### src/rtl/skt_pkg.sv
`default_nettype none

package skt_pkg;

    localparam int KEY_W = 32;
    localparam int REQ_W = 2;
    localparam int OCC_W = 5;

    // request codes carried on s_tuser
    localparam logic [REQ_W-1:0] REQ_INSERT = 2'd0;
    localparam logic [REQ_W-1:0] REQ_DELETE = 2'd1;
    localparam logic [REQ_W-1:0] REQ_FIND   = 2'd2;

    typedef enum logic [1:0] {
        CELL_HOLD   = 2'd0,
        CELL_INSERT = 2'd1,
        CELL_SHIFT  = 2'd2
    } cell_op_t;

    // broadcast from the sequencer to every cell
    typedef struct packed {
        cell_op_t                 op;
        logic signed [KEY_W-1:0]  key;
    } cell_ctrl_t;

    typedef enum logic [1:0] {
        ST_IDLE = 2'b01,
        ST_EXEC = 2'b10
    } state_t;

endpackage

`default_nettype wire

### src/rtl/skt_cell.sv
`default_nettype none

module skt_cell (
    input  wire                               aclk,
    input  wire skt_pkg::cell_ctrl_t          ctrl,
    input  wire                               occ,
    input  wire                               first_free,
    input  wire                               left_gt,
    input  wire logic signed [skt_pkg::KEY_W-1:0] left_key,
    input  wire logic signed [skt_pkg::KEY_W-1:0] right_key,
    output logic signed [skt_pkg::KEY_W-1:0]  key_q,
    output logic                              gt,
    output logic                              eq
);

    logic signed [skt_pkg::KEY_W-1:0] key_reg;
    logic signed [skt_pkg::KEY_W-1:0] key_next;
    logic                             ge;

    assign key_q = key_reg;
    assign gt    = occ && (key_reg >  ctrl.key);
    assign ge    = occ && (key_reg >= ctrl.key);
    assign eq    = occ && (key_reg == ctrl.key);

    always_comb begin
        key_next = key_reg;
        unique case (ctrl.op)
            skt_pkg::CELL_INSERT: begin
                // take the left key if it moves right, else the new key at the slot
                if (left_gt) begin
                    key_next = left_key;
                end else if (gt || first_free) begin
                    key_next = ctrl.key;
                end
            end
            skt_pkg::CELL_SHIFT: begin
                // close the gap left by the first matching entry
                if (ge) begin
                    key_next = right_key;
                end
            end
            default: begin
                key_next = key_reg;
            end
        endcase
    end

    always_ff @(posedge aclk) begin
        key_reg <= key_next;
    end

endmodule

`default_nettype wire

### src/rtl/sorted_key_table_unit.sv
// Sorted key table: holds up to CAPACITY signed 32-bit keys in ascending
// order in a row of cells, duplicates allowed. Each request (s_tuser) is an
// insert, a delete of all matching keys, or a find (code 3 changes nothing);
// each answers with one result transaction carrying found, full_drop and the
// occupancy after the request. A request is taken in one cycle and worked
// in the next. A delete steps once per matching entry: the cell row removes
// one match per cycle by shifting its tail one cell to the left. A finished
// result sits in the output register, so a new request is taken while it
// waits; the block only holds in its work state while that register is
// still occupied. Reset empties the table at once; key storage needs no
// clearing.
`default_nettype none

module sorted_key_table_unit #(
    parameter int CAPACITY = 16
) (
    input  wire        aclk,
    input  wire        aresetn,
    // request channel
    input  wire        s_tvalid,
    output logic       s_tready,
    input  wire [31:0] s_tdata,   // [31:0] key
    input  wire [1:0]  s_tuser,   // [1:0] req_type
    // result channel
    output logic       m_tvalid,
    input  wire        m_tready,
    output logic [7:0] m_tdata    // [0] found, [1] full_drop, [6:2] occupancy
);

    localparam int CW = $clog2(CAPACITY + 1);

    skt_pkg::state_t                   state_reg, state_next;
    logic [skt_pkg::REQ_W-1:0]         req_reg;
    logic signed [skt_pkg::KEY_W-1:0]  key_reg;
    logic                              found_acc_reg, found_acc_next;
    logic [CW-1:0]                     count_reg, count_next;
    logic                              m_valid_reg, m_valid_next;
    logic [7:0]                        m_data_reg;

    skt_pkg::cell_ctrl_t               ctrl;
    logic signed [skt_pkg::KEY_W-1:0]  keys [CAPACITY];
    logic [CAPACITY-1:0]               occ, first_free, gt_v, eq_v;

    logic        accept, exec, is_del, any_eq, out_free, full;
    logic        del_step, finish, ins_do, res_found, res_drop;
    logic [31:0] occ_wide;

    assign accept   = s_tvalid && s_tready;
    assign exec     = (state_reg == skt_pkg::ST_EXEC);
    assign is_del   = (req_reg == skt_pkg::REQ_DELETE);
    assign any_eq   = |eq_v;
    assign out_free = !m_valid_reg || m_tready;
    assign full     = (count_reg >= CW'(CAPACITY));

    // a delete keeps stepping while a match is left; every request ends once the output register is free
    assign del_step = exec && is_del && any_eq;
    assign finish   = exec && !del_step && out_free;
    assign ins_do   = finish && (req_reg == skt_pkg::REQ_INSERT) && !full;

    assign res_found = ((req_reg == skt_pkg::REQ_FIND) && any_eq) ||
                       (is_del && found_acc_reg);
    assign res_drop  = (req_reg == skt_pkg::REQ_INSERT) && full;

    always_comb begin
        ctrl.key = key_reg;
        if (ins_do) begin
            ctrl.op = skt_pkg::CELL_INSERT;
        end else if (del_step) begin
            ctrl.op = skt_pkg::CELL_SHIFT;
        end else begin
            ctrl.op = skt_pkg::CELL_HOLD;
        end
    end

    // cell row: each inner cell sees its left and right neighbor; the head sees the request key, the tail itself
    for (genvar i = 0; i < CAPACITY; i++) begin : g_cell
        logic                             l_gt;
        logic signed [skt_pkg::KEY_W-1:0] l_key, r_key;

        assign occ[i]        = (CW'(i) < count_reg);
        assign first_free[i] = (CW'(i) == count_reg);

        if (i == 0) begin : g_head
            assign l_gt  = 1'b0;
            assign l_key = key_reg;
        end else begin : g_mid
            assign l_gt  = gt_v[i-1];
            assign l_key = keys[i-1];
        end

        if (i == CAPACITY - 1) begin : g_tail
            assign r_key = keys[i];
        end else begin : g_body
            assign r_key = keys[i+1];
        end

        skt_cell u_cell (
            .aclk       (aclk),
            .ctrl       (ctrl),
            .occ        (occ[i]),
            .first_free (first_free[i]),
            .left_gt    (l_gt),
            .left_key   (l_key),
            .right_key  (r_key),
            .key_q      (keys[i]),
            .gt         (gt_v[i]),
            .eq         (eq_v[i])
        );
    end

    always_comb begin
        count_next = count_reg;
        if (ins_do) begin
            count_next = count_reg + CW'(1);
        end else if (del_step) begin
            count_next = count_reg - CW'(1);
        end
    end

    assign occ_wide = 32'(count_next);

    always_comb begin
        state_next     = state_reg;
        found_acc_next = found_acc_reg;
        m_valid_next   = m_valid_reg;
        if (m_valid_reg && m_tready) begin
            m_valid_next = 1'b0;
        end
        unique case (state_reg)
            skt_pkg::ST_IDLE: begin
                if (accept) begin
                    state_next     = skt_pkg::ST_EXEC;
                    found_acc_next = 1'b0;
                end
            end
            skt_pkg::ST_EXEC: begin
                if (del_step) begin
                    found_acc_next = 1'b1;
                end else if (finish) begin
                    state_next   = skt_pkg::ST_IDLE;
                    m_valid_next = 1'b1;
                end
            end
            default: begin
                state_next = skt_pkg::ST_IDLE;
            end
        endcase
    end

    always_ff @(posedge aclk) begin
        if (!aresetn) begin
            state_reg     <= skt_pkg::ST_IDLE;
            count_reg     <= '0;
            m_valid_reg   <= 1'b0;
            found_acc_reg <= 1'b0;
        end else begin
            state_reg     <= state_next;
            count_reg     <= count_next;
            m_valid_reg   <= m_valid_next;
            found_acc_reg <= found_acc_next;
        end
    end

    // payload: hold the request, load the result on finish
    always_ff @(posedge aclk) begin
        if (accept) begin
            req_reg <= s_tuser;
            key_reg <= s_tdata;
        end
        if (finish) begin
            m_data_reg <= {1'b0, occ_wide[skt_pkg::OCC_W-1:0], res_drop, res_found};
        end
    end

    assign s_tready = (state_reg == skt_pkg::ST_IDLE);
    assign m_tvalid = m_valid_reg;
    assign m_tdata  = m_data_reg;

    // occupancy never exceeds the table size
    a_count_bound: assert property (@(posedge aclk) disable iff (!aresetn)
        count_reg <= CW'(CAPACITY))
        else $error("entry count above capacity");

    // an accepted request always moves to the work state
    a_accept_exec: assert property (@(posedge aclk) disable iff (!aresetn)
        accept |=> exec)
        else $error("accepted request not worked");

    // a refused insert reports a full table
    localparam int CAP_WIDE = CAPACITY;
    a_drop_full: assert property (@(posedge aclk) disable iff (!aresetn)
        (m_tvalid && m_tdata[1]) |-> (m_tdata[6:2] == CAP_WIDE[4:0]))
        else $error("full_drop with table not full");

    // held keys stay in ascending order
    for (genvar j = 0; j < CAPACITY - 1; j++) begin : g_order
        a_sorted: assert property (@(posedge aclk) disable iff (!aresetn)
            occ[j+1] |-> (keys[j] <= keys[j+1]))
            else $error("table out of order");
    end

endmodule

`default_nettype wire

### config.mk
export PLATFORM = sky130hd
export DESIGN_NAME = sorted_key_table_unit
export DESIGN_NICKNAME = d
export VERILOG_FILES = /design/src/rtl/skt_pkg.sv /design/src/rtl/skt_cell.sv /design/src/rtl/sorted_key_table_unit.sv
export SDC_FILE = /design/constraint.sdc
export NUM_CORES = 2
export LEC_CHECK = 0
export BUFFER_PORTS_ARGS = -buffer_cell sky130_fd_sc_hd__clkbuf_2
export CAP_MARGIN = 25
export CORE_MARGIN = 2
export CORE_UTILIZATION = 55
export DETAILED_ROUTE_END_ITERATION = 8
export HOLD_SLACK_MARGIN = 0.1
export PLACE_DENSITY_LB_ADDON = 0.15
export SYNTH_ARGS = -nofsm -noshare
export SYNTH_HDL_FRONTEND = slang
export SYNTH_SLANG_ARGS = --single-unit
### constraint.sdc
create_clock -name aclk -period 8.6 [get_ports aclk]
set_input_delay 1.29 -clock aclk [delete_from_list [all_inputs] [get_ports aclk]]
set_output_delay 1.29 -clock aclk [all_outputs]
set_load 0.02 [all_outputs]
==> summary.md <==
| Metric | Value |
|---|---|
| Crit path launch type | flip-flop |
| Hold-fix buffers, CTS | 0 |
| Gr usage total | 0.329 |
| Largest net degree at the start of global routing | 225 |
| Crit path depth | 12 |
| Worst vdd ir | 0.000153 V |
| Vias in the first global route | 30299 |
| I/O pin count | 48 |
| Final setup viols | 0 |
| Via count | 32010 |
| RSZ-0062 raised after global routing | no |
| Clock latency at the later pin of the worst-skew pair | 0.62 ns |
| Area Overhead vs Synth | 9.26% |
| First-pass GRT wire length | 189 mm |
| Final worst slack | 2.05 ns |
| Sequential Area | 16800 µm² |
| Syn Inst Count | 3905 |
| DRC viols | 0 |
| Post-synth ARST share | 0 |
| Total congestion overflow | 0 |
| Synth Warn # | 0 |
| Final hold viol count | 0 |
| CTS Root Buffer Type | clkbuf_16 |
| Worst-path clk slew | 0.06 ns |
| Seq cells post-synth | 562 |
| Placement Rows | 99 |
| Syn Std Cell Area | 40200 µm² |
| Post-route minimum period | 6.55 ns |
| Fin Clk Skew | 0.0275 ns |
| Number of CTS-inserted buffers | 69 |
| Layout cell share with drive strength beyond 1 | 0.0855 |
| Floorplan core area | 72700 µm² |
| RePlAce Congestion | 1.07 |
| Diode count | 0 |
| Worst Tran Pin Value | 1.16 ns |
| Die ar. | 75300 µm² |
| Final cycle utilization of the critical path | 0.761 |
| Most used cell, CP | buf_4 |
| Pwr dens | 151 nW/µm² |
| Hold depth | 2 |
| Syn Nets | 4460 |
| Most used DFF post-synth | edfxtp_1 |
| Fmax | 0.153 GHz |
| Max reg flops | 512 |
| Synth Area per Inst | 10.3 µm² |
| Layout Nets | 4440 |
| Worst-path cell chain | inv_1 > ha_1 > nand4_1 > nor4_1 > nand3_1 > o221ai_1 > or4_4 > o21a_2 > buf_4 > o32ai_1 > a21oi_4 > buf_4 |
| CP peak stage delay | 0.83 ns |
| Reg2Reg Depth | 12 |
| Post-synth EDFFs | 553 |
| Setup TNS | 0 ns |
| Crit path max fanout | 36 |
| Initial antenna violation count | 0 |
| Clk buf depth | 3 |
| LEAKAGE | 15.8 nW |
| Setup crit end kind | flip-flop |
| Hold Crit Class | reg -> reg |
| Kind of critical path | reg -> reg |
| CTS tree | done |
| Status | complete, no violations |
| Die H | 274 µm |
| Area of the multi-input gates | 22400 µm² |
| H-tree depth | 3 |
| Crit path required time | 8.89 ns |
| Crit path DAT | 6.83 ns |
| HPWL after DPL | 91.3 mm |
| Initial core utilization | 0.553 |
| Critical-path top delay cell | nor4_1 |
| First-pass detailed-route iteration total | 8 |
| Max Cap Violations | 0 |
| TritonCTS Sinks | 562 |
| CP delay by family, top | compound AO/OA/AOI/OAI gates |
| Initial drt markers | 3871 |
| Input/output buffers | 46 |
| Fillers | 6064 |
| Post-route ant nets | 0 |
| Post-Route WL | 126 mm |
| Slew Viols, Final | 0 |
| Die span in x | 274 µm |
| Post-DR vias/cell | 6.54 |
| Wirelength per Cell | 25.7 µm |
| Post-cts repair resize count | 0 |
| Post-synthesis cell type count | 82 |
| Slew HR | 0.222 |
| DP Worst Slack | 2.23 ns |
| Sequential-to-total area share from yosys stat | 0.417 |
| CP bufs+invs | 3 |
| Post-CTS setup buffer count | 0 |
-- placed cells by master, fill, tap and decap left out, types with 15 or more instances in the layout --
master | Yosys | layout
nand2_1 | 288 | 288
nor2_1 | 360 | 358
a2111oi_0 | 34 | 34
a21o_1 | 68 | 67
nor3_1 | 33 | 32
clkbuf_16 | 0 | 71
nor4_1 | 28 | 26
ha_1 | 517 | 517
mux2i_1 | 421 | 421
a222oi_1 | 31 | 31
o21ai_0 | 235 | 227
a211oi_1 | 17 | 15
a31o_2 | 27 | 27
clkbuf_2 | 0 | 46
buf_4 | 14 | 83
nor2b_1 | 31 | 30
inv_1 | 75 | 75
edfxtp_1 | 553 | 553
a21oi_1 | 485 | 481
clkinv_1 | 0 | 16
nand4_1 | 134 | 134
nand3_1 | 44 | 43
o211ai_1 | 21 | 21
mux2_2 | 34 | 34
nand2b_1 | 20 | 20
o21ai_1 | 30 | 29
-- cells by family (layout without fill, tap and decap cells) --
| group | after synthesis | count (layout) | share of synthesized area |
|---|---|---|---|
| AOI/OAI and AO/OA | 1063 | 1063 | 0.158 |
| xor gates and xnor gates | 9 | 9 | 0.00196 |
| adders and majority gates | 517 | 517 | 0.161 |
| buffers and inverters | 305 | 332 | 0.0334 |
| DFF | 562 | 562 | 0.417 |
| muxes | 457 | 457 | 0.115 |
| other | 1 | 1 | 0.0000932 |
| and+or+nand+nor | 991 | 991 | 0.113 |
-- cell type report --
type	instances	share of cell area
repair buffers	139	0.0250
multi-input cells	3038	0.510
inverters	75	0.00640
clock inverters	34	0.00814
flip-flops and latches	562	0.382
well taps	959	0.0273
clock buffers	84	0.0415
-- Yosys cell counts, drive strengths merged, types with 32 or more instances --
library cell,instances,share of area
a2111oi,35,0.0076
ha,517,0.16
mux2,34,0.0095
nor3,35,0.0046
clkbuf,103,0.0097
nor2,360,0.034
inv,75,0.0070
nand4,134,0.021
a21o,68,0.013
a21oi,487,0.061
nand3,44,0.0055
a31o,32,0.0070
mux2i,423,0.11
nand2,289,0.027
buf,127,0.017
o21ai,266,0.033
edfxtp,553,0.41
-- where the power goes --
group | internal (mW) | switching, mW
clock network | 1.74 | 1.17
registers | 3.03 | 0.0332
logic | 0.265 | 0.415
-- worst paths after layout --
check                           start                    endpoint  slack (ns)
hold / removal          found_acc_reg               found_acc_reg        0.46
setup reg to reg  g_cell[0].l_key[21]  g_cell[3].u_cell.key_q[23]        2.05
hold reg to reg         found_acc_reg               found_acc_reg        0.46
setup / recovery  g_cell[0].l_key[21]  g_cell[3].u_cell.key_q[23]        2.05
-- worst reg2reg max path: stages, from the launching register on --
cell	delay [ns]
edfxtp_1	0.81
inv_1	0.63
ha_1	0.52
nand4_1	0.16
nor4_1	0.83
nand3_1	0.16
o221ai_1	0.53
or4_4	0.30
o21a_2	0.59
buf_4	0.49
o32ai_1	0.19
a21oi_4	0.58
buf_4	0.41
-- per-stage QoR --
stage / power (mW) / cells / utilization / hold slack, ns / instance area, µm²
after floorplan: 3.56 / 3905 / - / 0.436 / 40200
after global routing: 6.86 / 4891 / 0.605 / 0.487 / 44000
after CTS: 6.68 / 4888 / 0.604 / 0.460 / 43900
after global placement: 3.77 / 4765 / 0.572 / 0.454 / 41600
final: 6.65 / 4891 / 0.605 / 0.460 / 44000
after detailed placement: 3.79 / 4770 / 0.573 / 0.452 / 41700
-- routing by layer --
metal / vias up / global-route usage / share of wire
met5: - / 0 / 0
met4: 0 / 0.148 / 0.047
met3: 256 / 0.0464 / 0.080
met2: 1451 / 0.507 / 0.44
met1: 15340 / 0.461 / 0.43
li1: 14963 / - / -
(Power assumes the default switching activity.)
